## src/slr_pkg.sv

```systemverilog
// slr_pkg: shared types and constants for the slew-limited low-pass ramp.
// Used by slr_ctrl, slr_dp and slew_limited_lowpass_ramp_unit.
package slr_pkg;

  localparam int CMD_W  = 16;
  localparam int TIME_W = 32;
  localparam int RATE_W = 8;
  localparam int SHFT_W = 4;
  localparam int LIM_W  = 4;
  localparam int CFG_W  = 16;
  localparam int CIDX_W = 1;

  // result status codes
  localparam logic [1:0] ST_OK      = 2'd0;
  localparam logic [1:0] ST_NOT_DUE = 2'd1;
  localparam logic [1:0] ST_IDLE    = 2'd2;

  // configuration register indexes
  localparam logic [CIDX_W-1:0] CFG_RESYNC_TOL = 1'b0;
  localparam logic [CIDX_W-1:0] CFG_CATCHUP    = 1'b1;

  // controller -> datapath commands
  typedef struct packed {
    logic ready;
    logic load;
    logic clear;
    logic seed;
    logic not_due;
    logic start;
    logic tick;
    logic finish;
    logic push;
  } ctl_cmd_t;

  // datapath -> controller status
  typedef struct packed {
    logic is_idle;
    logic need_seed;
    logic not_due;
    logic tick_ok;
  } dp_sts_t;

endpackage

```

## src/slr_ctrl.sv

```systemverilog
// slr_ctrl: sequencer for one word: evaluate, catch-up ticks, finish, hand off.
// Depends on slr_pkg for the command and status structs.
module slr_ctrl (
  input  logic              clk,
  input  logic              rst_n,
  input  logic              in_valid,
  input  logic              out_free,
  input  slr_pkg::dp_sts_t  sts,
  output slr_pkg::ctl_cmd_t cmd
);

  localparam logic [2:0] S_IDLE = 3'd0;
  localparam logic [2:0] S_EVAL = 3'd1;
  localparam logic [2:0] S_TICK = 3'd2;
  localparam logic [2:0] S_FIN  = 3'd3;
  localparam logic [2:0] S_DONE = 3'd4;

  logic [2:0] state_r, state_nxt;

  always_comb begin
    cmd       = '0;
    state_nxt = state_r;
    unique case (state_r)
      S_IDLE: begin
        cmd.ready = 1'b1;
        if (in_valid) begin
          cmd.load  = 1'b1;
          state_nxt = S_EVAL;
        end
      end
      S_EVAL: begin
        if (sts.is_idle) begin
          cmd.clear = 1'b1;
          state_nxt = S_DONE;
        end else if (sts.need_seed) begin
          cmd.seed  = 1'b1;
          state_nxt = S_DONE;
        end else if (sts.not_due) begin
          cmd.not_due = 1'b1;
          state_nxt   = S_DONE;
        end else begin
          cmd.start = 1'b1;
          state_nxt = S_TICK;
        end
      end
      S_TICK: begin
        if (sts.tick_ok) begin
          cmd.tick = 1'b1;
        end else begin
          state_nxt = S_FIN;
        end
      end
      S_FIN: begin
        cmd.finish = 1'b1;
        state_nxt  = S_DONE;
      end
      S_DONE: begin
        if (out_free) begin
          cmd.push  = 1'b1;
          state_nxt = S_IDLE;
        end
      end
      default: state_nxt = S_IDLE;
    endcase
  end

  always_ff @(posedge clk) begin
    if (!rst_n) begin
      state_r <= S_IDLE;
    end else begin
      state_r <= state_nxt;
    end
  end

endmodule

```

## src/slr_dp.sv

```systemverilog
// slr_dp: word latch, rate limiter, shift low-pass filter, config registers, result.
// Depends on slr_pkg; driven by slr_ctrl commands.
module slr_dp #(
  parameter int FILT_FRAC = 8,
  parameter int TICK_MS   = 1
) (
  input  logic                          clk,
  input  logic                          rst_n,
  input  logic                          cfg_we,
  input  logic [slr_pkg::CIDX_W-1:0]    cfg_index,
  input  logic [slr_pkg::CFG_W-1:0]     cfg_wdata,
  input  logic [slr_pkg::TIME_W-1:0]    in_time_ms,
  input  logic [slr_pkg::CMD_W-1:0]     in_current_cmd,
  input  logic [slr_pkg::CMD_W-1:0]     in_target_cmd,
  input  logic [slr_pkg::CMD_W-1:0]     in_max_cmd,
  input  logic [slr_pkg::CMD_W-1:0]     in_min_cmd,
  input  logic [slr_pkg::RATE_W-1:0]    in_accel_rate,
  input  logic [slr_pkg::SHFT_W-1:0]    in_accel_shift,
  input  logic [slr_pkg::CMD_W-1:0]     in_start_level,
  input  logic [slr_pkg::RATE_W-1:0]    in_decel_rate,
  input  logic [slr_pkg::SHFT_W-1:0]    in_decel_shift,
  input  logic [slr_pkg::CMD_W-1:0]     in_snap_level,
  input  slr_pkg::ctl_cmd_t             cmd,
  output slr_pkg::dp_sts_t              sts,
  output logic [slr_pkg::CMD_W-1:0]     res_command,
  output logic [1:0]                    res_status
);

  localparam int CW = slr_pkg::CMD_W;
  localparam int TW = slr_pkg::TIME_W;
  localparam int FW = CW + FILT_FRAC;
  localparam logic [FW:0]   HALF = (FW+1)'(1) << (FILT_FRAC - 1);
  localparam logic [TW-1:0] TICK = TW'(TICK_MS);

  // latched word
  logic [TW-1:0]                 tm_r;
  logic [CW-1:0]                 cur_r, tgt_r, max_r, min_r, start_r, snap_r;
  logic [slr_pkg::RATE_W-1:0]    arate_r, drate_r;
  logic [slr_pkg::SHFT_W-1:0]    ashift_r, dshift_r;

  // config
  logic [CW-1:0]                 tol_r;
  logic [slr_pkg::LIM_W-1:0]     lim_r;

  // filter state and catch-up bookkeeping
  logic [CW-1:0]                 slew_r, slew_nxt;
  logic [FW-1:0]                 filt_r, filt_nxt;
  logic [TW-1:0]                 last_r, last_nxt;
  logic                          primed_r, primed_nxt;
  logic [TW-1:0]                 rem_r, rem_nxt;
  logic [slr_pkg::LIM_W-1:0]     cnt_r, cnt_nxt;
  logic [CW-1:0]                 res_cmd_r, res_cmd_nxt;
  logic [1:0]                    res_st_r, res_st_nxt;

  logic                          decel;
  logic [slr_pkg::RATE_W-1:0]    rate;
  logic [slr_pkg::SHFT_W-1:0]    shift;
  logic [FW:0]                   rsum;
  logic [CW:0]                   rnd_wide;
  logic [CW-1:0]                 rnd, diff, seed, lim_tgt, room, step, slew_step;
  logic [CW-1:0]                 oc;
  logic [TW-1:0]                 elapsed;
  logic [FW-1:0]                 goal, fdiff, filt_step;
  logic                          snap_hit;

  always_comb begin
    decel = tgt_r < cur_r;
    rate  = decel ? drate_r : arate_r;
    shift = decel ? dshift_r : ashift_r;

    // round to nearest, saturate at full scale
    rsum     = {1'b0, filt_r} + HALF;
    rnd_wide = rsum[FW:FILT_FRAC];
    rnd      = rnd_wide[CW] ? {CW{1'b1}} : rnd_wide[CW-1:0];
    diff     = (rnd >= cur_r) ? (rnd - cur_r) : (cur_r - rnd);

    seed = cur_r;
    if (!decel) begin
      if (seed < start_r) seed = start_r;
      if (seed < min_r)   seed = min_r;
    end
    if (seed > max_r) seed = max_r;

    elapsed = tm_r - last_r;

    // one tick: slew limiter, then filter toward the new slew value
    lim_tgt = (tgt_r > max_r) ? max_r : tgt_r;
    room    = (slew_r > lim_tgt) ? (slew_r - lim_tgt) : (lim_tgt - slew_r);
    step    = (room > CW'(rate)) ? CW'(rate) : room;
    slew_step = (slew_r > lim_tgt) ? (slew_r - step) : (slew_r + step);
    goal = {slew_step, {FILT_FRAC{1'b0}}};
    if (goal >= filt_r) begin
      fdiff     = (goal - filt_r) >> shift;
      filt_step = filt_r + fdiff;
    end else begin
      fdiff     = (filt_r - goal) >> shift;
      filt_step = filt_r - fdiff;
    end

    // output limits; min floor only while accelerating, max wins
    oc = rnd;
    if (!decel && oc < min_r) oc = min_r;
    if (oc > max_r) oc = max_r;
    snap_hit = (tgt_r == '0) && (oc < snap_r);

    sts.is_idle   = (tgt_r == '0) && (cur_r == '0);
    sts.need_seed = !primed_r || (diff > tol_r);
    sts.not_due   = elapsed < TICK;
    sts.tick_ok   = (rem_r >= TICK) && (cnt_r < lim_r);
  end

  always_comb begin
    slew_nxt    = slew_r;
    filt_nxt    = filt_r;
    primed_nxt  = primed_r;
    last_nxt    = last_r;
    rem_nxt     = rem_r;
    cnt_nxt     = cnt_r;
    res_cmd_nxt = res_cmd_r;
    res_st_nxt  = res_st_r;
    if (cmd.clear) begin
      slew_nxt    = '0;
      filt_nxt    = '0;
      primed_nxt  = 1'b0;
      res_cmd_nxt = '0;
      res_st_nxt  = slr_pkg::ST_IDLE;
    end
    if (cmd.seed) begin
      slew_nxt    = seed;
      filt_nxt    = {seed, {FILT_FRAC{1'b0}}};
      last_nxt    = tm_r;
      primed_nxt  = 1'b1;
      res_cmd_nxt = seed;
      res_st_nxt  = slr_pkg::ST_OK;
    end
    if (cmd.not_due) begin
      res_cmd_nxt = '0;
      res_st_nxt  = slr_pkg::ST_NOT_DUE;
    end
    if (cmd.start) begin
      rem_nxt = elapsed;
      cnt_nxt = '0;
    end
    if (cmd.tick) begin
      slew_nxt = slew_step;
      filt_nxt = filt_step;
      rem_nxt  = rem_r - TICK;
      cnt_nxt  = cnt_r + 1'b1;
      last_nxt = last_r + TICK;
    end
    if (cmd.finish) begin
      res_cmd_nxt = snap_hit ? '0 : oc;
      res_st_nxt  = slr_pkg::ST_OK;
      if (snap_hit) begin
        slew_nxt   = '0;
        filt_nxt   = '0;
        primed_nxt = 1'b0;
      end
    end
  end

  always_ff @(posedge clk) begin
    if (cmd.load) begin
      tm_r     <= in_time_ms;
      cur_r    <= in_current_cmd;
      tgt_r    <= in_target_cmd;
      max_r    <= in_max_cmd;
      min_r    <= in_min_cmd;
      arate_r  <= in_accel_rate;
      ashift_r <= in_accel_shift;
      start_r  <= in_start_level;
      drate_r  <= in_decel_rate;
      dshift_r <= in_decel_shift;
      snap_r   <= in_snap_level;
    end
    rem_r     <= rem_nxt;
    cnt_r     <= cnt_nxt;
    res_cmd_r <= res_cmd_nxt;
    res_st_r  <= res_st_nxt;
  end

  always_ff @(posedge clk) begin
    if (!rst_n) begin
      slew_r   <= '0;
      filt_r   <= '0;
      last_r   <= '0;
      primed_r <= 1'b0;
    end else begin
      slew_r   <= slew_nxt;
      filt_r   <= filt_nxt;
      last_r   <= last_nxt;
      primed_r <= primed_nxt;
    end
  end

  always_ff @(posedge clk) begin
    if (!rst_n) begin
      tol_r <= CW'(64);
      lim_r <= slr_pkg::LIM_W'(4);
    end else if (cfg_we) begin
      unique case (cfg_index)
        slr_pkg::CFG_RESYNC_TOL: tol_r <= cfg_wdata[CW-1:0];
        slr_pkg::CFG_CATCHUP:    lim_r <= cfg_wdata[slr_pkg::LIM_W-1:0];
        default: ;
      endcase
    end
  end

  assign res_command = res_cmd_r;
  assign res_status  = res_st_r;

endmodule

```

## src/slew_limited_lowpass_ramp_unit.sv

```systemverilog
// Top level of the slew-limited low-pass ramp: controller, datapath, output register.
// Depends on slr_pkg, slr_ctrl and slr_dp.
//
// Usage:
//   Input channel (in_valid / in_stall) carries one word per call: timestamp,
//   current and target command, limits and the preselected curve entries.
//   Result channel (out_valid / out_stall) returns exactly one word per input:
//   out_command and out_status (0 updated/reseeded, 1 not due, 2 idle).
//   Config writes (cfg_we, cfg_index, cfg_wdata) set the resync tolerance
//   (index 0) and the catch-up limit (index 1); write only while idle.
// Timing:
//   One word at a time. Idle, reseed and not-due words go from the evaluate state
//   to the done state; an updating word first runs N catch-up ticks (at most the
//   catch-up limit, 15), one tick per cycle through the single limiter/filter
//   step, then a finish step, before the done state. The done state pushes the
//   result into the output register and returns to idle for the next word.
//   A finished result sits in the output register; the next word is accepted
//   while it waits, but that word's result is held until the slot frees up.
// Reset:
//   rst_n clears the filter state, the time base and primed, and loads the
//   config defaults (tolerance 64, catch-up 4). No results are pending after.
module slew_limited_lowpass_ramp_unit #(
  parameter int FILT_FRAC = 8,
  parameter int TICK_MS   = 1
) (
  input  logic                          clk,
  input  logic                          rst_n,
  input  logic                          cfg_we,
  input  logic [slr_pkg::CIDX_W-1:0]    cfg_index,
  input  logic [slr_pkg::CFG_W-1:0]     cfg_wdata,
  input  logic                          in_valid,
  output logic                          in_stall,
  input  logic [slr_pkg::TIME_W-1:0]    in_time_ms,
  input  logic [slr_pkg::CMD_W-1:0]     in_current_cmd,
  input  logic [slr_pkg::CMD_W-1:0]     in_target_cmd,
  input  logic [slr_pkg::CMD_W-1:0]     in_max_cmd,
  input  logic [slr_pkg::CMD_W-1:0]     in_min_cmd,
  input  logic [slr_pkg::RATE_W-1:0]    in_accel_rate,
  input  logic [slr_pkg::SHFT_W-1:0]    in_accel_shift,
  input  logic [slr_pkg::CMD_W-1:0]     in_start_level,
  input  logic [slr_pkg::RATE_W-1:0]    in_decel_rate,
  input  logic [slr_pkg::SHFT_W-1:0]    in_decel_shift,
  input  logic [slr_pkg::CMD_W-1:0]     in_snap_level,
  output logic                          out_valid,
  input  logic                          out_stall,
  output logic [slr_pkg::CMD_W-1:0]     out_command,
  output logic [1:0]                    out_status
);

  slr_pkg::ctl_cmd_t              cmd;
  slr_pkg::dp_sts_t               sts;
  logic [slr_pkg::CMD_W-1:0]      res_command;
  logic [1:0]                     res_status;
  logic                           out_free;

  logic                           out_valid_r, out_valid_nxt;
  logic [slr_pkg::CMD_W-1:0]      out_command_r;
  logic [1:0]                     out_status_r;

  assign out_free = !out_valid_r || !out_stall;
  assign in_stall = !cmd.ready;

  slr_ctrl u_ctrl (
    .clk      (clk),
    .rst_n    (rst_n),
    .in_valid (in_valid),
    .out_free (out_free),
    .sts      (sts),
    .cmd      (cmd)
  );

  slr_dp #(
    .FILT_FRAC (FILT_FRAC),
    .TICK_MS   (TICK_MS)
  ) u_dp (
    .clk            (clk),
    .rst_n          (rst_n),
    .cfg_we         (cfg_we),
    .cfg_index      (cfg_index),
    .cfg_wdata      (cfg_wdata),
    .in_time_ms     (in_time_ms),
    .in_current_cmd (in_current_cmd),
    .in_target_cmd  (in_target_cmd),
    .in_max_cmd     (in_max_cmd),
    .in_min_cmd     (in_min_cmd),
    .in_accel_rate  (in_accel_rate),
    .in_accel_shift (in_accel_shift),
    .in_start_level (in_start_level),
    .in_decel_rate  (in_decel_rate),
    .in_decel_shift (in_decel_shift),
    .in_snap_level  (in_snap_level),
    .cmd            (cmd),
    .sts            (sts),
    .res_command    (res_command),
    .res_status     (res_status)
  );

  always_comb begin
    out_valid_nxt = out_valid_r;
    if (cmd.push) begin
      out_valid_nxt = 1'b1;
    end else if (!out_stall) begin
      out_valid_nxt = 1'b0;
    end
  end

  always_ff @(posedge clk) begin
    if (!rst_n) begin
      out_valid_r <= 1'b0;
    end else begin
      out_valid_r <= out_valid_nxt;
    end
  end

  always_ff @(posedge clk) begin
    if (cmd.push) begin
      out_command_r <= res_command;
      out_status_r  <= res_status;
    end
  end

  assign out_valid   = out_valid_r;
  assign out_command = out_command_r;
  assign out_status  = out_status_r;

  // a new result never overwrites one the receiver has not taken
  a_no_overwrite: assert property (@(posedge clk) disable iff (!rst_n)
    cmd.push |-> (!out_valid_r || !out_stall))
    else $error("result overwritten while stalled");

  // one word in flight: after an accept the input side closes
  a_busy_after_accept: assert property (@(posedge clk) disable iff (!rst_n)
    (in_valid && !in_stall) |=> in_stall)
    else $error("input accepted while busy");

  // a not-due result carries a zero command
  a_not_due_zero: assert property (@(posedge clk) disable iff (!rst_n)
    (out_valid && (out_status == slr_pkg::ST_NOT_DUE)) |-> (out_command == '0))
    else $error("not-due result with nonzero command");

endmodule

```

## config.mk

```make
export PLATFORM = sky130hd
export DESIGN_NAME = slew_limited_lowpass_ramp_unit
export DESIGN_NICKNAME = d
export VERILOG_FILES = /design/src/slr_pkg.sv /design/src/slr_ctrl.sv /design/src/slr_dp.sv /design/src/slew_limited_lowpass_ramp_unit.sv
export SDC_FILE = /design/constraint.sdc
export NUM_CORES = 1
export LEC_CHECK = 0
export BUFFER_PORTS_ARGS = -buffer_cell sky130_fd_sc_hd__buf_2
export CAP_MARGIN = 15
export CORE_UTILIZATION = 25
export DETAILED_ROUTE_END_ITERATION = 16
export REMOVE_ABC_BUFFERS = 1
export SYNTH_ARGS = -nofsm -noshare
export SYNTH_HDL_FRONTEND = slang
export SYNTH_SLANG_ARGS = --single-unit
export TNS_END_PERCENT = 100
```

## constraint.sdc

```tcl
create_clock -name clk -period 13.9 [get_ports clk]
set_clock_uncertainty 0.2 [all_clocks]
set_input_delay 2.085 -clock clk [delete_from_list [all_inputs] [get_ports clk]]
set_output_delay 2.085 -clock clk [all_outputs]
set_load 0.02 [all_outputs]
```

# Word level (Yosys, flattened, before mapping)
# Index checks and enable logic that the tools add are counted.
# totals
ff_bits	321
out_inout_bits	20
elab_cells	157
# op_classes
add_sub_neg	15
magnitude_cmp	16
n_eq_ne	8
n_shift	2
mux	67
bitwise	1
reduce_logical	22
# ops
op	count
two-way mux 16 bit	23
two-way mux 24 bit	6
two-way mux 32 bit	4
greater-than comparator 16 bit	5
< comparator 16 bit	5
subtractor 16 bit	5
subtractor 24 bit	3
>> shifter 24 x 4 -> 24 bit	2
adder 32 x 1 -> 32 bit (second input constant)	1
>= comparator 32 x 1 -> 1 bit (second input constant)	1
zero test 16 bit	2
< comparator 32 x 1 -> 1 bit (second input constant)	1
subtractor 32 x 1 -> 32 bit (second input constant)	1
subtractor 32 bit	1
adder 24 x 8 -> 25 bit (second input constant)	1
adder 24 bit	1
>= comparator 24 bit	1
two-way mux 3 bit	7
two-way mux 1 bit	19
adder 16 bit	1
>= comparator 16 bit	1
greater-than comparator 16 x 8 -> 1 bit	1
two-way mux 4 bit	4
one-hot mux 3 bit (5 select lines)	1
20 further kinds	34

# Logic depth before layout (Yosys ltp)
# logic_depth
ltp_word	15
mapped_depth	88

# Cells and area by module
# Synthesis repeated with hierarchy kept, for this count alone.
# unflattened
hier_cells	3452
area_unflattened_um2	29359.4
# by_module_without_submodules
mod	instances	cells_per_inst	area_per_inst_um2
slr_dp	1	3401	28562.4
slew_limited_lowpass_ramp_unit	1	23	579.3
slr_ctrl	1	28	217.7

# Least setup slack after synthesis
# Ideal clock, no wire load.
# synth_timing
path_type	flip-flop to flip-flop
from	reg u_dp.max_r[9]
to	reg u_dp.filt_r[23]
setup_time_ns	0.057
arrival_ns	15.113
required_time_ns	13.643
path_slack_ns	-1.471
stages_incl_launch_ff	85
path_buffers	5
period_less_slack_ns	15.371
path_cell_list	edfxtp_1 > inv_1 > ha_1 > a21oi_1 > nor2b_1 > o21ai_0 > nand2b_1 > a21oi_1 > nor2b_1 > o21ai_0 > nand2b_1 > a21oi_1 > a32o_1 > buf_1 > nor2_1 > a21o_1 > ha_1 > clkbuf_1 > [49 not listed] > nand4_1 > nor2b_1 > xnor2_1 > a21oi_1 > ha_1 > nand2_1 > nand2_1 > nor3_1 > o221ai_1 > a41oi_1 > o21ai_0 > a21o_1 > a21oi_1 > mux2i_1 > a2111oi_0 > or4b_2 > o21ai_0 > or3b_1
# synth_between
elab_chain_len	15
word_cells_on_any_way	29
# synth_rtl
element	line_no	source
from (decl)	slr_dp.sv:37	logic [CW-1:0] cur_r, tgt_r, max_r, min_r, start_r, snap_r;
from (signal assigned)	slr_dp.sv:167	max_r <= in_max_cmd;
greater-than comparator 16 bit	slr_dp.sv:87	lim_tgt = (tgt_r > max_r) ? max_r : tgt_r;
two-way mux 16 bit	slr_dp.sv:87	
subtractor 16 bit / greater-than comparator 16 bit (equally long branches)	slr_dp.sv:88, slr_dp.sv:90	
two-way mux 16 bit	slr_dp.sv:88	room = (slew_r > lim_tgt) ? (slew_r - lim_tgt) : (lim_tgt - slew_r);
greater-than comparator 16 x 8 -> 1 bit	slr_dp.sv:89	step = (room > CW'(rate)) ? CW'(rate) : room;
two-way mux 16 bit	slr_dp.sv:89	
adder 16 bit / subtractor 16 bit (equally long branches)	slr_dp.sv:90	slew_step = (slew_r > lim_tgt) ? (slew_r - step) : (slew_r + step);
two-way mux 16 bit	slr_dp.sv:90	
subtractor 24 bit, on equally long branches	slr_dp.sv:96, slr_dp.sv:93	
>> shifter 24 x 4 -> 24 bit, on equally long branches	slr_dp.sv:96, slr_dp.sv:93	
subtractor 24 bit / adder 24 bit (equally long branches)	slr_dp.sv:97, slr_dp.sv:94	
two-way mux 24 bit	slr_dp.sv:92	if (goal >= filt_r) begin
two-way mux 24 bit	slr_dp.sv:144	if (cmd.tick) begin
two-way mux 24 bit	slr_dp.sv:154	if (snap_hit) begin
two-way mux 24 bit *	slr_dp.sv:151	if (cmd.finish) begin
to (signal assigned)	slr_dp.sv:190	filt_r <= filt_nxt;
to (decl)	slr_dp.sv:47	logic [FW-1:0] filt_r, filt_nxt;
# Every way passes the cells marked *; elsewhere a longest branch is shown, timed or not.
# A chain may end at the register's enable or synchronous reset.

# Worst setup path in the final report
# layout_timing
from	reg u_dp.max_r[9]
to	reg u_dp.filt_r[22]
# Same word-level chain as after synthesis.

==> results.sh <==
export IMPL_final_setup_viol_count=7
export IMPL_route_layer_met1_wl_um=55500
export IMPL_die_height_um=348
export IMPL_layout_nets=4698
export IMPL_post_synth_instance_area_sq_mm=0.0299
export IMPL_first_pass_grt_wire_length_um=180000
export IMPL_netlist_cell_type_count=111
export IMPL_maxCapViolCount=0
export IMPL_ranking_of_synthesized_cells_by_area="edfxtp_1 (22%), ha_1 (14%), dfxtp_1 (6.6%)"
export IMPL_cts_tree="done"
export IMPL_die_width_um=348
export IMPL_filler_cell_count=12300
export IMPL_synth_top_cell_area_share_pct=22.3
export IMPL_drt_drc_violations_left=0
export IMPL_crit_top_cell="buf_6"
export IMPL_grt_util_all_layers_pct=19.5
export IMPL_holdPathEnd="out_command[7]"
export IMPL_pin_count=194
export IMPL_rows=126
export IMPL_clock_insertion_delay_worst_skew_ns=0.66
export IMPL_via_count_of_the_first_global_routing_pass=28800
export IMPL_timing_hold_worst_class="flop to flop"
export IMPL_r2r_setup_slack_ns=-0.63
export IMPL_synth_edf_count=222
export IMPL_tightestPinTransition_ns=1.16
export IMPL_layout_commonest_cell="buf_4"
export IMPL_startpoint_of_the_tightest_hold_check_path="u_dp.res_command[7]"
export IMPL_cts_root_to_sink_buffers=3
export IMPL_grt_start_max_net_pins=62
export IMPL_timing_critical_path_required_ns=14.21
export IMPL_design_die_area_sq_mm=0.121
export IMPL_critical_path_slowest_cell="or4_4"
export IMPL_detailroute_via_count=30000
export IMPL_cp_arrival_ns=14.84
export IMPL_route_detailed_wl_per_inst_um=21.1
export IMPL_drt_iter0_drc=2510
export IMPL_static_leakage_power_nw=17.3
export IMPL_detailroute_wirelength_met3_um=8670
export IMPL_power_density_mw_per_mm2=208
export IMPL_ys_async_sr_fraction_pct=0
export IMPL_hold_violation_count_in_the_final_report=0
export IMPL_final_layout_size_suffix_gt1_share_pct=28.4
export IMPL_top_layer="met5"
export IMPL_violations="setup timing"
export IMPL_root_buffer="clkbuf_16"
export IMPL_worstReg2RegStart="u_dp.max_r[9]"
export IMPL_drt_pass1_iter_count=8
export IMPL_min_period_ns=14.53
export IMPL_ir_drop_mv=0.109
export IMPL_dpl_hpwl_um=96000
export IMPL_met2_length_um=52500
export IMPL_dpl_instance_area_sq_mm=0.0362
export IMPL_drt_wl_total_um=122000
export IMPL_cts_buffers=45
export IMPL_critical_path_reg2reg_endpoint="u_dp.filt_r[22]"
export IMPL_core_sq_mm=0.118
export IMPL_synth_to_layout_area_growth_pct=33.1
export IMPL_r2r_cells=78
export IMPL_critical_path_max_stage_delay_ns=0.55
export IMPL_final_area_sq_mm=0.0398
export IMPL_finalCritPeriodShare_pct=105
export IMPL_global_route_overflow_total=0
export IMPL_result_of_the_run="finished with violations"
export IMPL_placement_io_buffers=193
export IMPL_synth_sequential_area_ratio_pct=28.9
export IMPL_hold_ws_ns=0.215
export IMPL_cts_htree_levels=2
export IMPL_average_size_of_a_mapped_cell_sq_um=8.51
export IMPL_timing_final_ws_setup_ns=-0.629
export IMPL_place_gp_congestion=0.964
export IMPL_path_clk_slew_ns=0.07
export IMPL_layout_common_cells="buf_4 (552), ha_1 (304), nand2_1 (290)"
export IMPL_initial_utilization_pct=25.3
export IMPL_worstSetupEndpointType="flop"
export IMPL_setup_worst_path_class="flop to flop"
export IMPL_cts_sinks=321
export IMPL_synth_ff_type="edfxtp_1"
export IMPL_maxSlewViolCount=0
export IMPL_totalNegativeSetupSlack_ns=-2.19
export IMPL_syn_instance_count=3514
export IMPL_cell_taking_the_most_area_after_synthesis="edfxtp_1"
export IMPL_unrepaired_setup_endpoints_after_global_routing="yes"
export IMPL_yosys_warnings=0
export IMPL_ant_nets=0
export IMPL_hold_buffers=0
export IMPL_fmaxAchievable_mhz=68.8
export IMPL_antenna_found_initial=11
export IMPL_critPathMaxFanout=7
export IMPL_worst_slew_margin_rel_pct=22.4
export IMPL_crit_path_start_kind="flop"
export IMPL_number_of_flip_flops_and_latches_in_the_synthesized_netlist=321
export IMPL_timing_hold_worst_path_depth=0
export IMPL_drt_vias_per_instance=5.20
-- logic make-up (layout without fill, tap and decap cells) --
logic type	count (synthesis)	count (layout)	synth area share [%]
buffers and inverters	434	1143	5.63
multiplexers	153	153	5.56
XOR/XNOR	173	173	5.07
adder cells (fa/ha/maj)	338	338	14.4
flip-flops	321	321	28.9
AND/OR/NAND/NOR	1035	1035	17.2
AO/OA/AOI/OAI	1060	1060	23.3
other	0	6	0
-- where the power goes --
| part | internal [mW] | total (mW) | switching (mW) |
|---|---|---|---|
| logic | 2.75 | 5.82 | 3.07 |
| clock network | 0.748 | 1.27 | 0.522 |
| registers | 1.11 | 1.19 | 0.0778 |
| total | 4.62 | 8.29 | 3.67 |
-- cells in the mapped netlist, types with 10 or more instances --
library cell    n
o21ai_0       211
xor2_1         79
a211oi_1       55
nor4_1         38
clkbuf_1      123
nor2b_1        42
nor3_1         68
nand3b_1       10
mux2i_1       107
and3_1         35
o21a_1         31
edfxtp_1      222
a21oi_1       300
or2_2          12
a21boi_0       14
dfxtp_1        99
and2_1         18
nand2b_1       40
o21bai_1       24
a21o_1        130
inv_1         270
or3_1          27
xnor2_1        94
nand4_1        46
buf_1          12
mux2_2         37
a2111oi_0      14
o22ai_1        21
a221oi_1       15
ha_1          330
a22oi_1        21
a31oi_1        27
nand2_1       305
nand3_1        73
a31o_2         13
o211ai_1       33
o21ai_1        13
buf_2          24
nor2_1        251
o31ai_1        14
-- final cells by class --
class / instances / area [sq um] / share of cell area, %
inverters: 271 / 1020 / 2.56
clock buffers: 50 / 1160 / 2.93
clock inverters: 34 / 434 / 1.09
diodes: 6 / 15.0 / 0.0377
multi-input cells: 2759 / 20900 / 52.7
well taps: 1536 / 1920 / 4.83
flip-flops and latches: 321 / 8650 / 21.7
repair buffers: 788 / 5640 / 14.2
-- worst max-delay path, delay by kind of cell, from the launching register on --
kind	cells	cell delay [ns]
and+or+nand+nor	25	4.23
DFF	1	0.41
AOI/OAI and AO/OA	27	4.44
adders and majority gates	7	1.85
xor gates and xnor gates	5	0.86
muxes	2	0.86
buffers and inverters	12	1.49
-- layer usage --
layer  vias up  global-route usage (%)
met1     14400                    26.9
met4         4                    7.62
met2      1068                    30.0
met5         -                       0
met3       230                    3.54
li1      14300                       -
-- flip-flops by register name (all words and copies together), names as in the netlist, 8 cells and up --
name,flops
u_dp.tm_r,32
u_dp.drate_r,8
u_dp.arate_r,8
u_dp.cur_r,16
u_dp.start_r,16
u_dp.snap_r,16
out_command,16
u_dp.min_r,16
u_dp.tol_r,16
u_dp.res_command,16
u_dp.slew_r,16
u_dp.last_r,32
u_dp.max_r,16
u_dp.rem_r,32
u_dp.tgt_r,16
u_dp.filt_r,24
-- through the flow --
stage	total power, mW	worst slack, ns	std cells	util (%)
final	8.29	-0.629	5765	33.7
after detailed placement	6.20	-1.74	5610	30.6
after global placement	6.19	-1.61	5610	30.6
after global routing	8.78	-1.43	5765	33.7
after floorplan	3.83	-2.41	3351	-
after CTS	7.81	-0.506	5729	32.7
-- how the worst max path moves through the flow --
stage | from | endpoint | slack [ns] | cells after the start
CTS | u_dp.tgt_r[9] | u_dp.filt_r[23] | -0.51 | 76
floorplan | u_dp.max_r[9] | u_dp.filt_r[23] | -2.41 | 75
detailed placement | u_dp.max_r[9] | u_dp.filt_r[23] | -1.74 | 79
global route | u_dp.max_r[9] | u_dp.filt_r[23] | -1.43 | 83
finish | u_dp.max_r[9] | u_dp.filt_r[22] | -0.63 | 78
global placement | u_dp.max_r[9] | u_dp.filt_r[23] | -1.61 | 77
-- timing repair --
item                       in CTS  in global routing
pin swaps                      82                104
resized for setup             138                177
buffers inserted               34                 38
gates cloned                    2                  0
hold endpoints to repair        0                  0
setup endpoints to repair      17                 18
No activity file was read; power rests on OpenSTA's default activity.
